$ cat src/design/swza_pkg.sv
// Shared types and constants for the sliding-window z-score anomaly detector.
// No dependencies; used by swza_div and sliding_window_zscore_anomaly.
`default_nettype none

package swza_pkg;

    localparam int SAMPLE_W  = 16;  // Q3.12 sample
    localparam int LEN_W     = 7;   // window_length register
    localparam int COEF_W    = 16;  // threshold and damping coefficients
    localparam int CFG_IDX_W = 2;
    localparam int CFG_DAT_W = 16;
    localparam int VAR_W     = 36;  // Q12.24 variance
    localparam int VAR_HALF  = VAR_W / 2;
    localparam int DIV_STEPS = 4;   // quotient bits per divider cycle

    localparam logic [CFG_IDX_W-1:0] REG_WINDOW_LENGTH = 2'd0;
    localparam logic [CFG_IDX_W-1:0] REG_THRESHOLD     = 2'd1;
    localparam logic [CFG_IDX_W-1:0] REG_DAMPING       = 2'd2;

    localparam logic [LEN_W-1:0]  WINDOW_LENGTH_RST = 7'd24;
    localparam logic [COEF_W-1:0] THRESHOLD_RST     = 16'd1582;
    localparam logic [COEF_W-1:0] DAMPING_RST       = 16'd24379;

    typedef struct packed {
        logic busy;
        logic done;
    } div_stat_t;

endpackage

`default_nettype wire

$ cat src/design/swza_div.sv
// Iterative unsigned divider, DIV_STEPS quotient bits per cycle, narrow divisor.
// Depends on swza_pkg.
`default_nettype none

module swza_div
    import swza_pkg::*;
#(
    parameter int DIVIDEND_W = 44
) (
    input  wire logic                  aclk,
    input  wire logic                  aresetn,
    input  wire logic                  start,
    input  wire logic [DIVIDEND_W-1:0] dividend,
    input  wire logic [LEN_W-1:0]      divisor,
    output logic      [DIVIDEND_W-1:0] quotient,
    output div_stat_t                  stat
);

    localparam int PASSES = DIVIDEND_W / DIV_STEPS;
    localparam int CNT_W  = $clog2(PASSES + 1);

    logic [DIVIDEND_W-1:0] quo_reg, quo_next;
    logic [LEN_W-1:0]      rem_reg, rem_next;
    logic [LEN_W-1:0]      dsr_reg;
    logic [CNT_W-1:0]      cnt_reg;
    logic                  busy_reg, done_reg;

    logic [LEN_W-1:0]      r;
    logic [DIVIDEND_W-1:0] q;
    logic [LEN_W:0]        t;

    always_comb begin
        r = rem_reg;
        q = quo_reg;
        t = '0;
        for (int i = 0; i < DIV_STEPS; i++) begin
            t = {r, q[DIVIDEND_W-1]};
            q = {q[DIVIDEND_W-2:0], 1'b0};
            if (t >= {1'b0, dsr_reg}) begin
                t    = t - {1'b0, dsr_reg};
                q[0] = 1'b1;
            end
            r = t[LEN_W-1:0];
        end
        rem_next = r;
        quo_next = q;
    end

    always_ff @(posedge aclk) begin
        if (!aresetn) begin
            busy_reg <= 1'b0;
            done_reg <= 1'b0;
            cnt_reg  <= '0;
        end else begin
            done_reg <= 1'b0;
            if (start) begin
                busy_reg <= 1'b1;
                cnt_reg  <= CNT_W'(PASSES);
            end else if (busy_reg) begin
                cnt_reg <= cnt_reg - CNT_W'(1);
                if (cnt_reg == CNT_W'(1)) begin
                    busy_reg <= 1'b0;
                    done_reg <= 1'b1;
                end
            end
        end
    end

    always_ff @(posedge aclk) begin
        if (start) begin
            quo_reg <= dividend;
            rem_reg <= '0;
            dsr_reg <= divisor;
        end else if (busy_reg) begin
            quo_reg <= quo_next;
            rem_reg <= rem_next;
        end
    end

    assign quotient  = quo_reg;
    assign stat.busy = busy_reg;
    assign stat.done = done_reg;

endmodule

`default_nettype wire

$ cat config.mk
export PLATFORM = sky130hd
export DESIGN_NAME = swza_div
export DESIGN_NICKNAME = d
export VERILOG_FILES = /design/src/design/swza_pkg.sv /design/src/design/swza_div.sv
export SDC_FILE = /design/constraint.sdc
export NUM_CORES = 1
export LEC_CHECK = 0
export BUFFER_PORTS_ARGS = -buffer_cell sky130_fd_sc_hd__buf_4
export CAP_MARGIN = 20
export CORE_MARGIN = 4
export CORE_UTILIZATION = 55
export DETAILED_ROUTE_END_ITERATION = 8
export HOLD_SLACK_MARGIN = 0.06
export PLACE_DENSITY_LB_ADDON = 0.1
export RECOVER_POWER = 50
export SLEW_MARGIN = 20
export SYNTH_ARGS = -nofsm -noshare
export SYNTH_HDL_FRONTEND = slang
export SYNTH_SLANG_ARGS = --single-unit
$ cat constraint.sdc
create_clock -name aclk -period 9.9 [get_ports aclk]
set_input_delay 1.485 -clock aclk [delete_from_list [all_inputs] [get_ports aclk]]
set_output_delay 1.485 -clock aclk [all_outputs]
set_load 0.005 [all_outputs]
# After elaboration in Yosys (flattened, before gate mapping)
# Index checks and enable logic that the tools add are counted.
[op_classes]
n_addsub = 5
order_cmp = 4
eq_ne = 1
muxes = 16
bitwise_logic = 2
n_reduce_logical = 3
[op_table]
columns = ["cell", "n"]
rows = [
  ["two-way mux 44 bit", 2],
  ["greater-or-equal comparator 8 x 7 -> 1 bit", 4],
  ["two-way mux 7 bit", 4],
  ["subtractor 7 bit", 4],
  ["two-way mux 1 bit", 8],
  ["two-way mux 4 bit", 2],
  ["== test 4 x 1 -> 1 bit, second input constant", 1],
  ["subtractor 4 x 1 -> 4 bit, second input constant", 1],
  ["OR reduction 3 bit", 1],
  ["NOT 1 bit", 2],
  ["nonzero test 2 bit", 1],
  ["OR reduction 2 bit", 1],
]
[word_totals]
regBits = 64
inputBits = 54
out_inout_bits = 46
elab_cells = 38

# Depth between registers and ports, before layout
[logic_depth]
depth_word = 10
mapped_depth = 35
ltp_nobuf = 34

# Worst setup path before layout
# OpenSTA, ideal clock, no wires.
[synth_timing]
path_type = "flip-flop to flip-flop"
start = "register quo_reg[43] (netlist: quotient[43])"
end = "register quo_reg[0] (netlist: quotient[0]), data pin"
setup_time_ps = 270
arrival_ps = 7564
slack_ps = 2065
path_stages_with_launch = 35
path_buffers = 2
path_cell_list = "edfxtp_1 -> inv_1 -> ha_1 -> inv_1 -> fa_1 -> a211oi_2 -> o21ai_2 -> a41o_1 -> buf_2 -> mux2_2 -> ha_1 -> nor2b_4 -> o31a_1 -> o31a_1 -> a211oi_4 -> nand2_1 -> mux2i_1 -> ha_1 -> nor2b_1 -> o31a_1 -> o31a_1 -> a2111oi_4 -> and4_1 -> o211ai_1 -> and2_1 -> ha_1 -> nor2b_1 -> o21ai_0 -> a21boi_0 -> o21ai_0 -> nand3b_1 -> a21oi_1 -> and3_4 -> buf_6 -> mux2i_1"
[synth_via]
elab_chain_len = 10
word_cells_on_any_way = 13
cone_classes = "3 x add/sub; 4 x order compare; 6 x mux"
[synth_lines]
columns = ["element", "line", "text"]
rows = [
  ["start, declared", "swza_div.sv:22", "logic [DIVIDEND_W-1:0] quo_reg, quo_next;"],
  ["start signal, assigned", "swza_div.sv:71", "quo_reg <= dividend;"],
  ["start signal, assigned", "swza_div.sv:75", "quo_reg <= quo_next;"],
  ["subtractor 7 bit or greater-or-equal comparator 8 x 7 -> 1 bit (tied branches)", "swza_div.sv:40, swza_div.sv:39", ""],
  ["two-way mux 7 bit (*)", "swza_div.sv:39", "if (t >= {1'b0, dsr_reg}) begin"],
  ["subtractor 7 bit or greater-or-equal comparator 8 x 7 -> 1 bit (tied branches)", "swza_div.sv:40, swza_div.sv:39", ""],
  ["two-way mux 7 bit (*)", "swza_div.sv:39", ""],
  ["subtractor 7 bit or greater-or-equal comparator 8 x 7 -> 1 bit (tied branches)", "swza_div.sv:40, swza_div.sv:39", ""],
  ["two-way mux 7 bit (*)", "swza_div.sv:39", ""],
  ["greater-or-equal comparator 8 x 7 -> 1 bit (*)", "swza_div.sv:39", ""],
  ["two-way mux 1 bit (*)", "swza_div.sv:39", ""],
  ["two-way mux 44 bit (*)", "swza_div.sv:74", "end else if (busy_reg) begin"],
  ["two-way mux 44 bit (*)", "swza_div.sv:70", "if (start) begin"],
]
# Every way passes the cells marked *; elsewhere a longest branch is shown, timed or not. The select of a mux whose other input is x is not followed.
# A chain may end at the register's enable or synchronous reset.

# Worst setup path in the final report
[layout_timing]
start = "register dsr_reg[1]"
end = "register quo_reg[0] (netlist: quotient[0]), data pin"
[layout_via]
elab_chain_len = 10
word_cells_on_any_way = 13
cone_classes = "3 x add/sub; 4 x order compare; 6 x mux"
[layout_lines]
columns = ["element", "line", "text"]
rows = [
  ["start, declared", "swza_div.sv:24", "logic [LEN_W-1:0] dsr_reg;"],
  ["start signal, assigned", "swza_div.sv:73", "dsr_reg <= divisor;"],
  ["subtractor 7 bit or greater-or-equal comparator 8 x 7 -> 1 bit (tied branches)", "swza_div.sv:40, swza_div.sv:39", ""],
  ["two-way mux 7 bit", "swza_div.sv:39", ""],
  ["subtractor 7 bit or greater-or-equal comparator 8 x 7 -> 1 bit (tied branches)", "swza_div.sv:40, swza_div.sv:39", ""],
  ["two-way mux 7 bit", "swza_div.sv:39", ""],
  ["subtractor 7 bit or greater-or-equal comparator 8 x 7 -> 1 bit (tied branches)", "swza_div.sv:40, swza_div.sv:39", ""],
  ["two-way mux 7 bit", "swza_div.sv:39", ""],
  ["greater-or-equal comparator 8 x 7 -> 1 bit (*)", "swza_div.sv:39", ""],
  ["two-way mux 1 bit (*)", "swza_div.sv:39", ""],
  ["two-way mux 44 bit (*)", "swza_div.sv:74", ""],
  ["two-way mux 44 bit (*)", "swza_div.sv:70", ""],
]
# Marked as above.

==> results.md <==
* Status: complete, but fails checks
* Violated checks: max-capacitance violations, max-slew violations
* Share of the synthesized area in the top cell type at 35.6%
* Initial antenna violation count at 0
* Overflow after GRT at 0
* Hpwl dp at 8.68 mm
* Max Cap Viol at 1
* R2R depth at 30
* Critical Path AT at 8850 ps
* Slew headroom at -121%
* Commonest cells in the synthesized netlist: edfxtp_1 (51), mux2_2 (49), ha_1 (30)
* GR Util All Layers at 25.9%
* Final Hold Viols at 0
* H-tree depth at 3
* Met3 wire len at 1.06 mm
* Core Footprint at 0.00741 mm^2
* Cells on Worst Hold Path at 2
* Vias in the first global route at 3519
* CTS tree: yes
* RSZ-0062 raised after global routing: no
* Slew Limit Fails at 66
* Cts repair resizes at 0
* Synth area leader: edfxtp_1
* DR iter-0 viols at 245
* Fin Setup TNS at 0 ps
* Max FFs per register at 44
* DR vias at 3469
* Kind of critical path: reg -> reg
* Die span in y at 96.5 um
* Synth cell types at 63
* # DRC at 0
* Min cycle time layout at 8880 ps
* Layout Nets at 560
* HP Class: reg -> reg
* Slowest stage cell, crit path: a21oi_1
* Met1 Wirelength at 4.62 mm
* Clk_lat worst skew at 340 ps
* Crit path largest cell delay at 540 ps
* FF-to-FF End: quotient[0]$_DFFE_PP_
* CP endpoint kind: register
* Critical Path Start Type: register
* Diode count at 0
* Area grow syn2layout at 22.5%
* IO Count at 100
* Global-route wire length before repair at 17.8 mm
* Critical Path RT at 9870 ps
* Num CTS Buffers at 9
* Post-DRT Antenna Nets at 0
* Drt total wl at 11.4 mm
* Setup-violating endpoint count in the final report at 0
* Hold Path Sink: rem_reg[6]$_SDFFE_PP0P_
* GP Congestion at 0.967
* Max Clock Freq at 113 MHz
* FP Rows at 31
* Crit path top cell by count: o31a_1
* Clock Skews at 11.3 ps
* Synth Cell Area at 0.00430 mm^2
* Reg2reg start: dsr_reg[1]$_DFFE_PP_
* Port bufs at 99
* Syn nets at 463
* Largest net degree at the start of global routing at 66
* Via density at 6.02
* Met2 WL post-DR at 5.42 mm
* CTS max path bufs at 2
* Layout cell share with drive strength beyond 1 at 35.0%
* Flops & latches, synth at 64
* Share of flip-flops with an asynchronous set or reset at 0%
* Die area at 0.00930 mm^2
* CTS root buf: clkbuf_8
* Hold path startpoint: rem_reg[6]$_SDFFE_PP0P_
* YS warnings at 0
* Reg clk slew, reported paths at 80 ps
* Sequential element share of the synthesized area at 41.6%
* Mapped Cells at 375
* Drt wl/cell at 19.8 um
* Initial Util at 58.1%
* Uppermost layer routed: met4
* CTS sink count at 64
* Top FF cell, synth: edfxtp_1
* EDFF count, synth at 51
* Initial DRT Pass Iterations at 5
* Worst reg2reg setup slack at 1020 ps
* Horiz. Die Dim at 96.5 um
* Synthesized area per cell at 11.5 um^2
* Top-count cell post-synth: edfxtp_1
* Worst-path maximum fanout at 10
* Tightest Pin Transition at 3320 ps
* Synth top area cells: edfxtp_1 (36%), mux2_2 (13%), ha_1 (8.7%)
* CTS hold repair buffers at 0
* Fin crit share at 89.7%
* Post-CTS setup buffer count at 0
per-stage QoR:
| step | area, um^2 | util, % | hold WS (ps) | cells | setup slack (ps) |
|---|---|---|---|---|---|
| 5_1_grt | 5270 | 71.2 | 576 | 576 | 426 |
| 6_report | 5270 | 71.2 | 490 | 576 | 1020 |
| 4_1_cts | 5320 | 71.8 | 498 | 576 | 1240 |
| 2_1_floorplan | 4300 | - | 461 | 375 | 2070 |
| 3_3_place_gp | 5100 | 68.8 | 484 | 560 | 1610 |
| 3_5_place_dp | 5100 | 68.8 | 487 | 560 | 1300 |
logic make-up (layout without fill, tap and decap cells):
logic type	count (synthesis)	count (layout)	synth area share [%]
multiplexers	52	52	13.5
XOR/XNOR	11	11	2.24
flip-flops	64	64	41.6
AO/OA/AOI/OAI	95	95	17.6
AND/OR/NAND/NOR	81	81	10.6
adder cells (fa/ha/maj)	34	34	10.6
buffers and inverters	38	140	3.87
layout by cell type (no fill, tap or decap), drive strengths merged, types with 6 or more instances in the layout:
cell type	synthesis	routed
nor2b	10	10
a21o	6	6
clkbuf	5	59
ha	30	30
edfxtp	51	51
a211oi	7	7
nor2	17	17
o21ai	19	19
a311oi	6	6
mux2	49	49
xnor2	6	6
dfxtp	13	13
nand3	12	12
o21bai	6	6
buf	8	49
o21a	9	9
a21oi	10	10
nand2	15	15
inv	25	26
critical path: cells and delay by family (launching register included):
family | cells | cell delay [ps]
AO/OA/AOI/OAI | 14 | 4110
AND/OR/NAND/NOR | 8 | 1570
adder cells (fa/ha/maj) | 4 | 1470
multiplexers | 3 | 670
flip-flops | 1 | 490
buffers and inverters | 1 | 190
layout make-up:
class | instances | area [um^2]
Fill cell | 554 | 2140
Clock buffer | 9 | 124
Sequential cell | 64 | 1790
Inverter | 25 | 93.8
Clock inverter | 7 | 95.1
Timing Repair Buffer | 99 | 698
Multi-Input combinational cell | 273 | 2340
Tap cell | 99 | 124
metal layers:
| metal | track usage, % | vias to the layer above |
|---|---|---|
| met3 | 8.52 | 19 |
| met5 | 0 | - |
| li1 | - | 1624 |
| met4 | 9.11 | 0 |
| met2 | 41.9 | 164 |
| met1 | 32.5 | 1662 |
worst max-delay path by stage:
| stage | from | end | slack, ps |
|---|---|---|---|
| floorplan | quotient[43]$_DFFE_PP_ | quotient[0]$_DFFE_PP_ | 2070 |
| global placement | dsr_reg[1]$_DFFE_PP_ | quotient[0]$_DFFE_PP_ | 1610 |
| detailed placement | dsr_reg[1]$_DFFE_PP_ | quotient[0]$_DFFE_PP_ | 1300 |
| CTS | dsr_reg[1]$_DFFE_PP_ | quotient[0]$_DFFE_PP_ | 1240 |
| global route | dsr_reg[1]$_DFFE_PP_ | quotient[0]$_DFFE_PP_ | 430 |
| finish | dsr_reg[1]$_DFFE_PP_ | quotient[0]$_DFFE_PP_ | 1020 |
Power is not shown: default switching activity piles up to over one toggle a cycle in this logic, so the estimate is an artifact.
